`config.mk`:
```
export PLATFORM = sky130hd
export DESIGN_NAME = ait_section_parser_core_flat
export DESIGN_NICKNAME = d
export VERILOG_FILES = /design/src/rtl/ait_pkg.sv /design/src/rtl/ait_if.sv /design/src/rtl/ait_parse.sv /design/src/rtl/ait_res_fifo.sv /design/src/rtl/ait_section_parser_core.sv /design/src/flat_wrapper.sv
export SDC_FILE = /design/constraint.sdc
export NUM_CORES = 2
export LEC_CHECK = 0
export ABC_AREA = 1
export BUFFER_PORTS_ARGS = -buffer_cell sky130_fd_sc_hd__buf_4
export CAP_MARGIN = 20
export CELL_PAD_IN_SITES_DETAIL_PLACEMENT = 1
export CELL_PAD_IN_SITES_GLOBAL_PLACEMENT = 2
export CORE_MARGIN = 1.5
export CORE_UTILIZATION = 36
export CTS_BUF_LIST = sky130_fd_sc_hd__clkbuf_2 sky130_fd_sc_hd__clkbuf_4 sky130_fd_sc_hd__clkbuf_8
export DETAILED_ROUTE_END_ITERATION = 10
export HOLD_SLACK_MARGIN = 0.03
export PLACE_DENSITY_LB_ADDON = 0.1
export REMOVE_ABC_BUFFERS = 1
export SLEW_MARGIN = 25
export SYNTH_ARGS = -nofsm -noshare
export SYNTH_HDL_FRONTEND = slang
export SYNTH_SLANG_ARGS = --single-unit
```
`constraint.sdc`:
```
create_clock -name clk -period 8.95 [get_ports clk]
set_input_delay 0.895 -clock clk [delete_from_list [all_inputs] [get_ports clk]]
set_output_delay 0.895 -clock clk [all_outputs]
set_load 0.05 [all_outputs]
```
`src/rtl/ait_pkg.sv`:
```
package ait_pkg;

  localparam logic [7:0] AIT_TABLE_ID = 8'h74;
  localparam int         ResDepth     = 4;

  typedef enum logic [3:0] {
    PH_IDLE,
    PH_CLEN,
    PH_CTAG,
    PH_CDLEN,
    PH_CBODY,
    PH_ALEN,
    PH_AORG,
    PH_AREST,
    PH_DTAG,
    PH_DDLEN,
    PH_DBODY,
    PH_CRC,
    PH_DONE
  } ait_phase_t;

  typedef enum logic [2:0] {
    EV_COMMON_DESC,
    EV_APP_HEADER,
    EV_APP_DESC,
    EV_CRC,
    EV_SECTION_END,
    EV_WRONG_TABLE
  } ait_event_t;

  typedef struct packed {
    ait_event_t  event_kind;
    logic [31:0] org_id;
    logic [15:0] app_id;
    logic [7:0]  control_code;
    logic [7:0]  desc_tag;
    logic [8:0]  desc_size;
    logic        tag_known;
    logic [31:0] crc_value;
    logic        last_of_run;
  } ait_result_t;

  // up to two results per accepted byte, slot 0 first
  typedef struct packed {
    logic        v0;
    logic        v1;
    ait_result_t r0;
    ait_result_t r1;
  } ait_emit_t;

  function automatic logic [13:0] sat14(input logic [13:0] a, input logic [8:0] b);
    logic [14:0] s;
    s = {1'b0, a} + {6'b0, b};
    return (s > 15'd16383) ? 14'h3FFF : s[13:0];
  endfunction

  // fields not meaningful for a kind read as zero
  function automatic ait_result_t make_result(
    input ait_event_t  kind,
    input logic [31:0] org,
    input logic [15:0] app,
    input logic [7:0]  ctrl,
    input logic [7:0]  tag,
    input logic [8:0]  size,
    input logic [31:0] crc
  );
    ait_result_t r;
    logic        is_app;
    logic        is_desc;
    is_app         = (kind == EV_APP_HEADER) || (kind == EV_APP_DESC);
    is_desc        = (kind == EV_COMMON_DESC) || (kind == EV_APP_DESC);
    r.event_kind   = kind;
    r.org_id       = is_app ? org : 32'd0;
    r.app_id       = is_app ? app : 16'd0;
    r.control_code = (kind == EV_APP_HEADER) ? ctrl : 8'd0;
    r.desc_tag     = is_desc ? tag : 8'd0;
    r.desc_size    = is_desc ? size : 9'd0;
    r.tag_known    = is_desc && ((tag <= 8'h04) || (tag == 8'h06) || (tag == 8'h07));
    r.crc_value    = (kind == EV_CRC) ? crc : 32'd0;
    r.last_of_run  = 1'b0;
    return r;
  endfunction

endpackage

```
`src/rtl/ait_if.sv`:
```
interface ait_in_if;
  logic       valid;
  logic       ready;
  logic [7:0] data_byte;
  logic       first_byte;
  logic [7:0] table_ident;

  modport source (output valid, data_byte, first_byte, table_ident, input ready);
  modport sink   (input valid, data_byte, first_byte, table_ident, output ready);
endinterface

interface ait_out_if;
  logic        valid;
  logic        ready;
  logic [2:0]  event_kind;
  logic [31:0] org_id;
  logic [15:0] app_id;
  logic [7:0]  control_code;
  logic [7:0]  desc_tag;
  logic [8:0]  desc_size;
  logic        tag_known;
  logic [31:0] crc_value;
  logic        last_of_run;

  modport source (output valid, event_kind, org_id, app_id, control_code, desc_tag,
                  desc_size, tag_known, crc_value, last_of_run, input ready);
  modport sink   (input valid, event_kind, org_id, app_id, control_code, desc_tag,
                  desc_size, tag_known, crc_value, last_of_run, output ready);
endinterface

```
`src/rtl/ait_parse.sv`:
```
module ait_parse (
  input  logic                clk,
  input  logic                rst,
  input  logic                take,
  input  logic [7:0]          data_byte,
  input  logic                first_byte,
  input  logic [7:0]          table_ident,
  input  logic                crc_present,
  output ait_pkg::ait_emit_t  emit
);

  ait_pkg::ait_phase_t phase, phase_next, cur_phase;
  logic [2:0]  fbc, fbc_next, cur_fbc;
  logic [31:0] acc, acc_next, cur_acc;
  logic [11:0] clen, clen_next, cur_clen;
  logic [13:0] ccnt, ccnt_next, cur_ccnt;
  logic [11:0] alen, alen_next, cur_alen;
  logic [13:0] acnt, acnt_next, cur_acnt;
  logic [11:0] adlen, adlen_next, cur_adlen;
  logic [13:0] adcnt, adcnt_next, cur_adcnt;
  logic [8:0]  dleft, dleft_next, cur_dleft;
  logic [31:0] org, org_next, cur_org;
  logic [15:0] app, app_next, cur_app;

  ait_pkg::ait_emit_t em;
  logic        desc_end;
  logic        loop_chk;
  logic [13:0] dcnt_chk;
  logic [13:0] lcnt_chk;
  logic [8:0]  size;

  always_comb begin
    // a first byte restarts from a cleared parse context
    cur_phase = first_byte ? ait_pkg::PH_CLEN : phase;
    cur_fbc   = first_byte ? 3'd0  : fbc;
    cur_acc   = first_byte ? 32'd0 : acc;
    cur_clen  = first_byte ? 12'd0 : clen;
    cur_ccnt  = first_byte ? 14'd0 : ccnt;
    cur_alen  = first_byte ? 12'd0 : alen;
    cur_acnt  = first_byte ? 14'd0 : acnt;
    cur_adlen = first_byte ? 12'd0 : adlen;
    cur_adcnt = first_byte ? 14'd0 : adcnt;
    cur_dleft = first_byte ? 9'd0  : dleft;
    cur_org   = first_byte ? 32'd0 : org;
    cur_app   = first_byte ? 16'd0 : app;

    phase_next = cur_phase;
    fbc_next   = cur_fbc;
    acc_next   = cur_acc;
    clen_next  = cur_clen;
    ccnt_next  = cur_ccnt;
    alen_next  = cur_alen;
    acnt_next  = cur_acnt;
    adlen_next = cur_adlen;
    adcnt_next = cur_adcnt;
    dleft_next = cur_dleft;
    org_next   = cur_org;
    app_next   = cur_app;

    em       = '0;
    desc_end = 1'b0;
    loop_chk = 1'b0;
    dcnt_chk = 14'd0;
    lcnt_chk = 14'd0;
    size     = {1'b0, data_byte} + 9'd2;

    if (first_byte && (table_ident != ait_pkg::AIT_TABLE_ID)) begin
      em.v0      = 1'b1;
      em.r0      = ait_pkg::make_result(ait_pkg::EV_WRONG_TABLE, 32'd0, 16'd0, 8'd0,
                                        8'd0, 9'd0, 32'd0);
      phase_next = ait_pkg::PH_DONE;
    end else begin
      unique case (cur_phase)
        ait_pkg::PH_CLEN: begin
          if (cur_fbc == 3'd0) begin
            acc_next = {28'd0, data_byte[3:0]};
            fbc_next = 3'd1;
          end else begin
            clen_next  = {cur_acc[3:0], data_byte};
            ccnt_next  = 14'd0;
            fbc_next   = 3'd0;
            phase_next = (clen_next == 12'd0) ? ait_pkg::PH_ALEN : ait_pkg::PH_CTAG;
          end
        end
        ait_pkg::PH_CTAG: begin
          acc_next   = {24'd0, data_byte};
          phase_next = ait_pkg::PH_CDLEN;
        end
        ait_pkg::PH_CDLEN: begin
          ccnt_next  = ait_pkg::sat14(cur_ccnt, size);
          em.v0      = 1'b1;
          em.r0      = ait_pkg::make_result(ait_pkg::EV_COMMON_DESC, cur_org, cur_app,
                                            8'd0, cur_acc[7:0], size, 32'd0);
          dleft_next = {1'b0, data_byte};
          if (data_byte == 8'd0) begin
            fbc_next   = 3'd0;
            phase_next = (ccnt_next >= {2'd0, cur_clen}) ? ait_pkg::PH_ALEN
                                                         : ait_pkg::PH_CTAG;
          end else begin
            phase_next = ait_pkg::PH_CBODY;
          end
        end
        ait_pkg::PH_CBODY: begin
          dleft_next = cur_dleft - 9'd1;
          if (dleft_next == 9'd0) begin
            fbc_next   = 3'd0;
            phase_next = (cur_ccnt >= {2'd0, cur_clen}) ? ait_pkg::PH_ALEN
                                                        : ait_pkg::PH_CTAG;
          end
        end
        ait_pkg::PH_ALEN: begin
          if (cur_fbc == 3'd0) begin
            acc_next = {28'd0, data_byte[3:0]};
            fbc_next = 3'd1;
          end else begin
            alen_next = {cur_acc[3:0], data_byte};
            acnt_next = 14'd0;
            loop_chk  = 1'b1;
            lcnt_chk  = 14'd0;
          end
        end
        ait_pkg::PH_AORG: begin
          org_next = {cur_org[23:0], data_byte};
          fbc_next = cur_fbc + 3'd1;
          if (fbc_next >= 3'd4) begin
            fbc_next   = 3'd0;
            phase_next = ait_pkg::PH_AREST;
          end
        end
        ait_pkg::PH_AREST: begin
          if (cur_fbc < 3'd2) begin
            app_next = {cur_app[7:0], data_byte};
            fbc_next = cur_fbc + 3'd1;
          end else if (cur_fbc == 3'd2) begin
            acc_next = {24'd0, data_byte};
            fbc_next = cur_fbc + 3'd1;
          end else if (cur_fbc == 3'd3) begin
            adlen_next = {data_byte[3:0], 8'd0};
            fbc_next   = cur_fbc + 3'd1;
          end else begin
            // last header byte: report the application, then check its loop
            adlen_next = cur_adlen | {4'd0, data_byte};
            adcnt_next = 14'd0;
            acnt_next  = ait_pkg::sat14(cur_acnt, 9'd9);
            em.v0      = 1'b1;
            em.r0      = ait_pkg::make_result(ait_pkg::EV_APP_HEADER, cur_org, cur_app,
                                              cur_acc[7:0], 8'd0, 9'd0, 32'd0);
            fbc_next   = 3'd0;
            desc_end   = 1'b1;
            dcnt_chk   = 14'd0;
            lcnt_chk   = acnt_next;
          end
        end
        ait_pkg::PH_DTAG: begin
          acc_next   = {24'd0, data_byte};
          phase_next = ait_pkg::PH_DDLEN;
        end
        ait_pkg::PH_DDLEN: begin
          adcnt_next = ait_pkg::sat14(cur_adcnt, size);
          acnt_next  = ait_pkg::sat14(cur_acnt, size);
          em.v0      = 1'b1;
          em.r0      = ait_pkg::make_result(ait_pkg::EV_APP_DESC, cur_org, cur_app,
                                            8'd0, cur_acc[7:0], size, 32'd0);
          dleft_next = {1'b0, data_byte};
          if (data_byte == 8'd0) begin
            desc_end = 1'b1;
            dcnt_chk = adcnt_next;
            lcnt_chk = acnt_next;
          end else begin
            phase_next = ait_pkg::PH_DBODY;
          end
        end
        ait_pkg::PH_DBODY: begin
          dleft_next = cur_dleft - 9'd1;
          if (dleft_next == 9'd0) begin
            desc_end = 1'b1;
            dcnt_chk = cur_adcnt;
            lcnt_chk = cur_acnt;
          end
        end
        ait_pkg::PH_CRC: begin
          acc_next = {cur_acc[23:0], data_byte};
          fbc_next = cur_fbc + 3'd1;
          if (fbc_next >= 3'd4) begin
            fbc_next   = 3'd0;
            em.v0      = 1'b1;
            em.r0      = ait_pkg::make_result(ait_pkg::EV_CRC, 32'd0, 16'd0, 8'd0,
                                              8'd0, 9'd0, acc_next);
            em.v1      = 1'b1;
            em.r1      = ait_pkg::make_result(ait_pkg::EV_SECTION_END, 32'd0, 16'd0,
                                              8'd0, 8'd0, 9'd0, 32'd0);
            phase_next = ait_pkg::PH_DONE;
          end
        end
        default: begin
          // idle or finished: stray bytes are dropped
        end
      endcase

      if (desc_end) begin
        if (dcnt_chk >= {2'd0, adlen_next}) begin
          loop_chk = 1'b1;
        end else begin
          phase_next = ait_pkg::PH_DTAG;
        end
      end

      if (loop_chk) begin
        fbc_next = 3'd0;
        if (lcnt_chk >= {2'd0, alen_next}) begin
          if (crc_present) begin
            acc_next   = 32'd0;
            phase_next = ait_pkg::PH_CRC;
          end else begin
            phase_next = ait_pkg::PH_DONE;
            if (!em.v0) begin
              em.v0 = 1'b1;
              em.r0 = ait_pkg::make_result(ait_pkg::EV_SECTION_END, 32'd0, 16'd0,
                                           8'd0, 8'd0, 9'd0, 32'd0);
            end else begin
              em.v1 = 1'b1;
              em.r1 = ait_pkg::make_result(ait_pkg::EV_SECTION_END, 32'd0, 16'd0,
                                           8'd0, 8'd0, 9'd0, 32'd0);
            end
          end
        end else begin
          phase_next = ait_pkg::PH_AORG;
        end
      end
    end

    em.r0.last_of_run = !em.v1;
    em.r1.last_of_run = 1'b1;

    emit    = em;
    emit.v0 = take && em.v0;
    emit.v1 = take && em.v1;
  end

  always_ff @(posedge clk) begin
    if (rst) begin
      phase <= ait_pkg::PH_IDLE;
      fbc   <= 3'd0;
      acc   <= 32'd0;
      clen  <= 12'd0;
      ccnt  <= 14'd0;
      alen  <= 12'd0;
      acnt  <= 14'd0;
      adlen <= 12'd0;
      adcnt <= 14'd0;
      dleft <= 9'd0;
      org   <= 32'd0;
      app   <= 16'd0;
    end else if (take) begin
      phase <= phase_next;
      fbc   <= fbc_next;
      acc   <= acc_next;
      clen  <= clen_next;
      ccnt  <= ccnt_next;
      alen  <= alen_next;
      acnt  <= acnt_next;
      adlen <= adlen_next;
      adcnt <= adcnt_next;
      dleft <= dleft_next;
      org   <= org_next;
      app   <= app_next;
    end
  end

endmodule

```
`src/rtl/ait_res_fifo.sv`:
```
module ait_res_fifo #(
  parameter int DEPTH = ait_pkg::ResDepth
) (
  input  logic                               clk,
  input  logic                               rst,
  input  ait_pkg::ait_emit_t                 emit,
  input  logic                               pop,
  output ait_pkg::ait_result_t               head,
  output logic [$clog2(DEPTH + 1) - 1:0]     level
);

  localparam int PtrW   = $clog2(DEPTH);
  localparam int LevelW = $clog2(DEPTH + 1);

  ait_pkg::ait_result_t store [DEPTH];
  logic [PtrW-1:0] wr_ptr;
  logic [PtrW-1:0] rd_ptr;
  logic [PtrW-1:0] wr_ptr1;

  function automatic logic [PtrW-1:0] ptr_inc(input logic [PtrW-1:0] p);
    return (p == PtrW'(DEPTH - 1)) ? '0 : p + 1'b1;
  endfunction

  assign wr_ptr1 = ptr_inc(wr_ptr);
  assign head    = store[rd_ptr];

  always_ff @(posedge clk) begin
    if (emit.v0) begin
      store[wr_ptr] <= emit.r0;
    end
    if (emit.v1) begin
      store[wr_ptr1] <= emit.r1;
    end
  end

  always_ff @(posedge clk) begin
    if (rst) begin
      wr_ptr <= '0;
      rd_ptr <= '0;
      level  <= '0;
    end else begin
      if (emit.v1) begin
        wr_ptr <= ptr_inc(wr_ptr1);
      end else if (emit.v0) begin
        wr_ptr <= wr_ptr1;
      end
      if (pop) begin
        rd_ptr <= ptr_inc(rd_ptr);
      end
      level <= level + LevelW'(emit.v0) + LevelW'(emit.v1) - LevelW'(pop);
    end
  end

endmodule

```
`src/rtl/ait_section_parser_core.sv`:
```
// AIT section payload parser.
// in_ch carries one payload byte per transaction, starting right after the
// generic section header; first_byte marks the first byte and restarts the
// parse, table_ident is sampled with it (anything but 0x74 gives a single
// wrong-table event, then bytes are dropped until the next first byte).
// out_ch carries parse events: common descriptors, application headers,
// application descriptors, the CRC field and the section end. One byte
// yields zero, one or two events; last_of_run flags the final one.
// cfg_we/cfg_data write crc_present (reset 1); write it only while idle.
// Events: each is written to the result queue when its byte is taken and
// leaves from its head. Throughput: one byte per cycle while in_ch.ready is
// high. A byte is taken whenever the result queue has room for two
// events, so a stalled receiver back-pressures in_ch only once the queue
// (RES_DEPTH entries) nears full; with two-event bytes in a row the rate
// settles at the output rate of one event per cycle.
// Reset: synchronous; parser goes idle waiting for a first byte, queue
// empties, crc_present returns to 1.
module ait_section_parser_core #(
  parameter int RES_DEPTH = ait_pkg::ResDepth
) (
  input  logic            clk,
  input  logic            rst,
  ait_in_if.sink          in_ch,
  ait_out_if.source       out_ch,
  input  logic            cfg_we,
  input  logic            cfg_data
);

  localparam int LevelW = $clog2(RES_DEPTH + 1);

  logic                 crc_present;
  logic                 take;
  logic                 pop;
  logic [LevelW-1:0]    level;
  ait_pkg::ait_emit_t   emit;
  ait_pkg::ait_result_t head;

  // section syntax indicator
  always_ff @(posedge clk) begin
    if (rst) begin
      crc_present <= 1'b1;
    end else if (cfg_we) begin
      crc_present <= cfg_data;
    end
  end

  // room for the worst case of two events keeps the byte stream moving
  assign in_ch.ready = (level <= LevelW'(RES_DEPTH - 2));
  assign take        = in_ch.valid && in_ch.ready;

  ait_parse u_parse (
    .clk         (clk),
    .rst         (rst),
    .take        (take),
    .data_byte   (in_ch.data_byte),
    .first_byte  (in_ch.first_byte),
    .table_ident (in_ch.table_ident),
    .crc_present (crc_present),
    .emit        (emit)
  );

  ait_res_fifo #(
    .DEPTH (RES_DEPTH)
  ) u_res_fifo (
    .clk   (clk),
    .rst   (rst),
    .emit  (emit),
    .pop   (pop),
    .head  (head),
    .level (level)
  );

  // output side
  assign out_ch.valid        = (level != '0);
  assign pop                 = out_ch.valid && out_ch.ready;
  assign out_ch.event_kind   = head.event_kind;
  assign out_ch.org_id       = head.org_id;
  assign out_ch.app_id       = head.app_id;
  assign out_ch.control_code = head.control_code;
  assign out_ch.desc_tag     = head.desc_tag;
  assign out_ch.desc_size    = head.desc_size;
  assign out_ch.tag_known    = head.tag_known;
  assign out_ch.crc_value    = head.crc_value;
  assign out_ch.last_of_run  = head.last_of_run;

  // queue never overfills
  a_level_bound: assert property (@(posedge clk) disable iff (rst)
    level <= LevelW'(RES_DEPTH))
    else $error("result queue overflow");

  // second event slot only after the first
  a_slot_order: assert property (@(posedge clk) disable iff (rst)
    emit.v1 |-> emit.v0)
    else $error("second event without first");

  // events only come from a taken byte
  a_no_phantom: assert property (@(posedge clk) disable iff (rst)
    !take |-> (!emit.v0 && !emit.v1))
    else $error("event without input transaction");

  // a wrong table id gives exactly one wrong-table event
  a_wrong_table: assert property (@(posedge clk) disable iff (rst)
    (take && in_ch.first_byte && (in_ch.table_ident != ait_pkg::AIT_TABLE_ID))
      |-> (emit.v0 && !emit.v1 && (emit.r0.event_kind == ait_pkg::EV_WRONG_TABLE)))
    else $error("wrong table not reported");

endmodule

```
`src/flat_wrapper.sv`:
```
// flat-port wrapper written by rule: the top's interface ports become plain ports
module ait_section_parser_core_flat 
#(
  parameter int RES_DEPTH = ait_pkg::ResDepth
)
  (clk, rst, cfg_we, cfg_data, in_ch_valid, in_ch_data_byte, in_ch_first_byte, in_ch_table_ident, in_ch_ready, out_ch_valid, out_ch_event_kind, out_ch_org_id, out_ch_app_id, out_ch_control_code, out_ch_desc_tag, out_ch_desc_size, out_ch_tag_known, out_ch_crc_value, out_ch_last_of_run, out_ch_ready);
  ait_in_if in_ch_i ();
  ait_out_if out_ch_i ();
  input  logic clk;
  input  logic rst;
  input  logic cfg_we;
  input  logic cfg_data;
  input wire logic [$bits(in_ch_i.valid)-1:0] in_ch_valid;
  input wire logic [$bits(in_ch_i.data_byte)-1:0] in_ch_data_byte;
  input wire logic [$bits(in_ch_i.first_byte)-1:0] in_ch_first_byte;
  input wire logic [$bits(in_ch_i.table_ident)-1:0] in_ch_table_ident;
  output wire logic [$bits(in_ch_i.ready)-1:0] in_ch_ready;
  output wire logic [$bits(out_ch_i.valid)-1:0] out_ch_valid;
  output wire logic [$bits(out_ch_i.event_kind)-1:0] out_ch_event_kind;
  output wire logic [$bits(out_ch_i.org_id)-1:0] out_ch_org_id;
  output wire logic [$bits(out_ch_i.app_id)-1:0] out_ch_app_id;
  output wire logic [$bits(out_ch_i.control_code)-1:0] out_ch_control_code;
  output wire logic [$bits(out_ch_i.desc_tag)-1:0] out_ch_desc_tag;
  output wire logic [$bits(out_ch_i.desc_size)-1:0] out_ch_desc_size;
  output wire logic [$bits(out_ch_i.tag_known)-1:0] out_ch_tag_known;
  output wire logic [$bits(out_ch_i.crc_value)-1:0] out_ch_crc_value;
  output wire logic [$bits(out_ch_i.last_of_run)-1:0] out_ch_last_of_run;
  input wire logic [$bits(out_ch_i.ready)-1:0] out_ch_ready;
  assign in_ch_i.valid = in_ch_valid;
  assign in_ch_i.data_byte = in_ch_data_byte;
  assign in_ch_i.first_byte = in_ch_first_byte;
  assign in_ch_i.table_ident = in_ch_table_ident;
  assign in_ch_ready = in_ch_i.ready;
  assign out_ch_valid = out_ch_i.valid;
  assign out_ch_event_kind = out_ch_i.event_kind;
  assign out_ch_org_id = out_ch_i.org_id;
  assign out_ch_app_id = out_ch_i.app_id;
  assign out_ch_control_code = out_ch_i.control_code;
  assign out_ch_desc_tag = out_ch_i.desc_tag;
  assign out_ch_desc_size = out_ch_i.desc_size;
  assign out_ch_tag_known = out_ch_i.tag_known;
  assign out_ch_crc_value = out_ch_i.crc_value;
  assign out_ch_last_of_run = out_ch_i.last_of_run;
  assign out_ch_i.ready = out_ch_ready;
  ait_section_parser_core #(.RES_DEPTH(RES_DEPTH)) u_core (.clk(clk), .rst(rst), .in_ch(in_ch_i), .out_ch(out_ch_i), .cfg_we(cfg_we), .cfg_data(cfg_data));
endmodule
```
==> results.toml <==
[detailed_routing]
vias_per_cell = 5.46
route.detailed.drc = 0
ant_nets = 0
vias = 35700
drt_iter0_drc = 2543
first_pass_iters = 7
wirelength_mm = 140
wl_per_cell_microns = 21.4

[sta]
post-route-min-period_ps = 7000
worst_pin_slew_ps = 1060
slew_headroom = 0.296
skew_ps = 46.2
slew_viol_final = 0
grt_setup_unrepaired = "no"
fmax_ghz = 0.143
hold_slack_ps = 337
period_share = 0.782
hold_violations = 0
finalSetupViolCount = 0

[clock_network]
htreeDepth = 3
clock_path_buffers = 3
cts-resized-gates = 0
cts_inserted_buffers = 114
cts_setup_buffers = 0
clk_pin_slew_ps = 70
clockRootBuffer = "clkbuf_8"
cts_tree = "yes"
clock_sinks = 616
ctsHoldBuffers = 0
clk_latency_ps = 790

[worst_setup_path]
end_kind = "register"
ff2ff_path_depth = 39
slowest_stage = "nor2_1"
critPathMaxFanout = 33
cp.arrival_ps = 7630
reg2reg_slack_ps = 2160
required_ps = 9580
cp-endpoint = "u_core.u_res_fifo.level[2]$_SDFF_PP0_"
startpoint_type = "primary input"
crit_cells = 28
worst-path-buf-inv = 6
r2r-end = "u_core.u_res_fifo.level[2]$_SDFF_PP0_"
path_common_cell = "nand2_1"
crit_family = "adder cells"
cp_slowest_stage_delay_ps = 510
cp-startpoint = "in_ch_first_byte"
critPathKind = "in -> reg"
reg2reg_from = "u_core.u_parse.acnt[1]$_SDFFE_PP0P_"

[global_routing]
track_usage = 0.281
grt_start_max_net_pins = 170
grt_pass1_vias = 35600
grt_pass1_wl_mm = 215
antenna_found_initial = 4
grt-ovfl-total = 0

[worst_hold_path]
hold_class = "in -> reg"

[yosys]
yosys_warnings = 0
synth_top_area_frac = 0.358
ys.flop_type = "dfxtp_1"
syn_area_per_cell_sq_um = 6.51
synth.most_common_cell = "nand2_1"
synth_seq_cells = 616
synth_largest_area_cell = "dfxtp_1"
postSynthCellCount = 5262
synthTopCellsByCount = "nand2_1 (1375), dfxtp_1 (612), a21oi_1 (570), nand3_1 (510), nor2_1 (456)"
synth_area_leaders = "dfxtp_1 (36%), nand2_1 (15%), a21oi_1 (8.3%)"
synthesis.area_sq_um = 34300
ys_seq_area_frac = 0.361
synthArstFlopShare = 0
yosysUniqueCellTypes = 58
synth_edf_count = 4

[floorplanning]
die_w_microns = 311
io_pins = 135
start_util = 0.365
design.die.area_sq_um = 97000
die_h_microns = 311
rows = 112
coreArea_sq_um = 93700

[pwr]
power_switching_mw = 4.50
power_frac_clock = 0.282
ir_drop_mv = 0.203
intPower_mw = 5.69
p_leak_nw = 17.6
power_density_nw_per_um2 = 265
combPwrFrac = 0.405
pwr-share-seq = 0.314
power_mw = 10.2
swShare = 0.441

[final_layout]
area_growth_pct = 12.4
fin_nets = 5325
layout-drive-gt1-share = 0.0916
instances_no_fill = 6541

[place]
dp_hpwl_mm = 86.7
gp_congestion = 0.939
placement.io_buffers = 134
dp.cells = 6346

[job]
cap_violations = 0

[run_status]
status = "complete, no violations"
==> per-layer routing <==
metal / track usage / part of all wire / wire, microns
met5: 0 / 0.000093 / 13
met4: 0.0942 / 0.032 / 4530
met3: 0.0435 / 0.046 / 6400
met2: 0.470 / 0.47 / 65100
met1: 0.369 / 0.46 / 63700
==> flip-flops by register name, summed over array words and instances, names as in the netlist, named ones only <==
name and flops:
u_core.u_parse.adcnt 14, u_core.u_parse.phase 4, u_core.u_parse.acnt 14, u_core.u_parse.fbc 3
u_core.u_parse.alen 12, u_core.u_parse.app 16, u_core.u_parse.org 32, u_core.u_parse.adlen 12
u_core.u_res_fifo.level 3, u_core.u_parse.acc 24, u_core.u_res_fifo.rd_ptr 2, u_core.u_res_fifo.wr_ptr 2
u_core.u_parse.ccnt 14, u_core.u_res_fifo.store 440, u_core.u_parse.clen 12, u_core.crc_present 1
u_core.u_parse.dleft 9
==> metrics by stage <==
step	util	setup slack, ps	setup TNS [ps]	cell area (sq um)
after floorplan	-	-3350	-563710	32600
after global placement	0.386	1210	0	36100
after detailed placement	0.386	1210	0	36100
after CTS	0.411	2040	0	38500
after global routing	0.411	1340	0	38500
final	0.411	1950	0	38500
==> power groups by stage <==
stage	clock network, mW	registers, mW	logic (mW)
floorplan	0	3.23	2.71
global placement	0	3.24	4.11
detailed placement	0	3.25	4.14
CTS	2.95	3.20	4.15
global route	3.07	3.23	4.46
finish	2.87	3.20	4.13
==> area by class of cell <==
| class | count | area [sq um] |
|---|---|---|
| Inverter | 452 | 1710 |
| Multi-Input combinational cell | 3812 | 18600 |
| Sequential cell | 616 | 12400 |
| Antenna cell | 1 | 2.50 |
| Clock inverter | 7 | 100 |
| Timing Repair Buffer | 212 | 1900 |
| Fill cell | 12100 | 55300 |
| Clock buffer | 187 | 2250 |
| Tap cell | 1254 | 1570 |
==> worst reg2reg max path, delay by kind of cell (launching register included) <==
kind,cells,cell delay [ps]
fa+ha+maj,5,1720
xor+xnor,2,350
flops,1,360
compound gates,10,1650
simple gates,18,2150
buf+inv,4,440
==> cells by family (layout without fill, tap and decap cells) <==
logic type	after synthesis	in the layout	share of synthesized area
and+or+nand+nor	2561	2561	0.316
AOI/OAI and AO/OA	1129	1129	0.182
buffers and inverters	834	858	0.0989
DFF	616	616	0.361
adders and majority gates	94	94	0.0354
xor gates and xnor gates	28	28	0.00738
other	0	1	0
==> placed cells by master, fill, tap and decap left out, types with 125 or more instances in the layout <==
cell,netlist,routed
nand2_1,1375,1371
dfxtp_1,612,611
a21oi_1,570,570
nand3_1,510,509
nor2_1,456,454
inv_1,428,425
o21ai_0,308,308
buf_4,19,187
clkbuf_8,0,135
nand4_1,125,125
==> worst min-delay path by stage <==
stage                                                start                                          end  slack (ps)  cells past startpoint
3_3_place_gp   u_core.u_res_fifo.store[0][24]$_SDFFE_PP0P_  u_core.u_res_fifo.store[0][24]$_SDFFE_PP0P_         450                      2
2_1_floorplan           u_core.u_parse.acc[0]$_SDFFE_PP0P_           u_core.u_parse.acc[0]$_SDFFE_PP0P_         440                      2
4_1_cts                                             cfg_we              u_core.crc_present$_SDFFE_PP1P_         270                      2
3_5_place_dp   u_core.u_res_fifo.store[0][90]$_SDFFE_PP0P_  u_core.u_res_fifo.store[0][90]$_SDFFE_PP0P_         450                      2
5_1_grt                                             cfg_we              u_core.crc_present$_SDFFE_PP1P_         330                      2
6_report                                            cfg_we              u_core.crc_present$_SDFFE_PP1P_         340                      2
No activity file was read; power rests on OpenSTA's default activity.
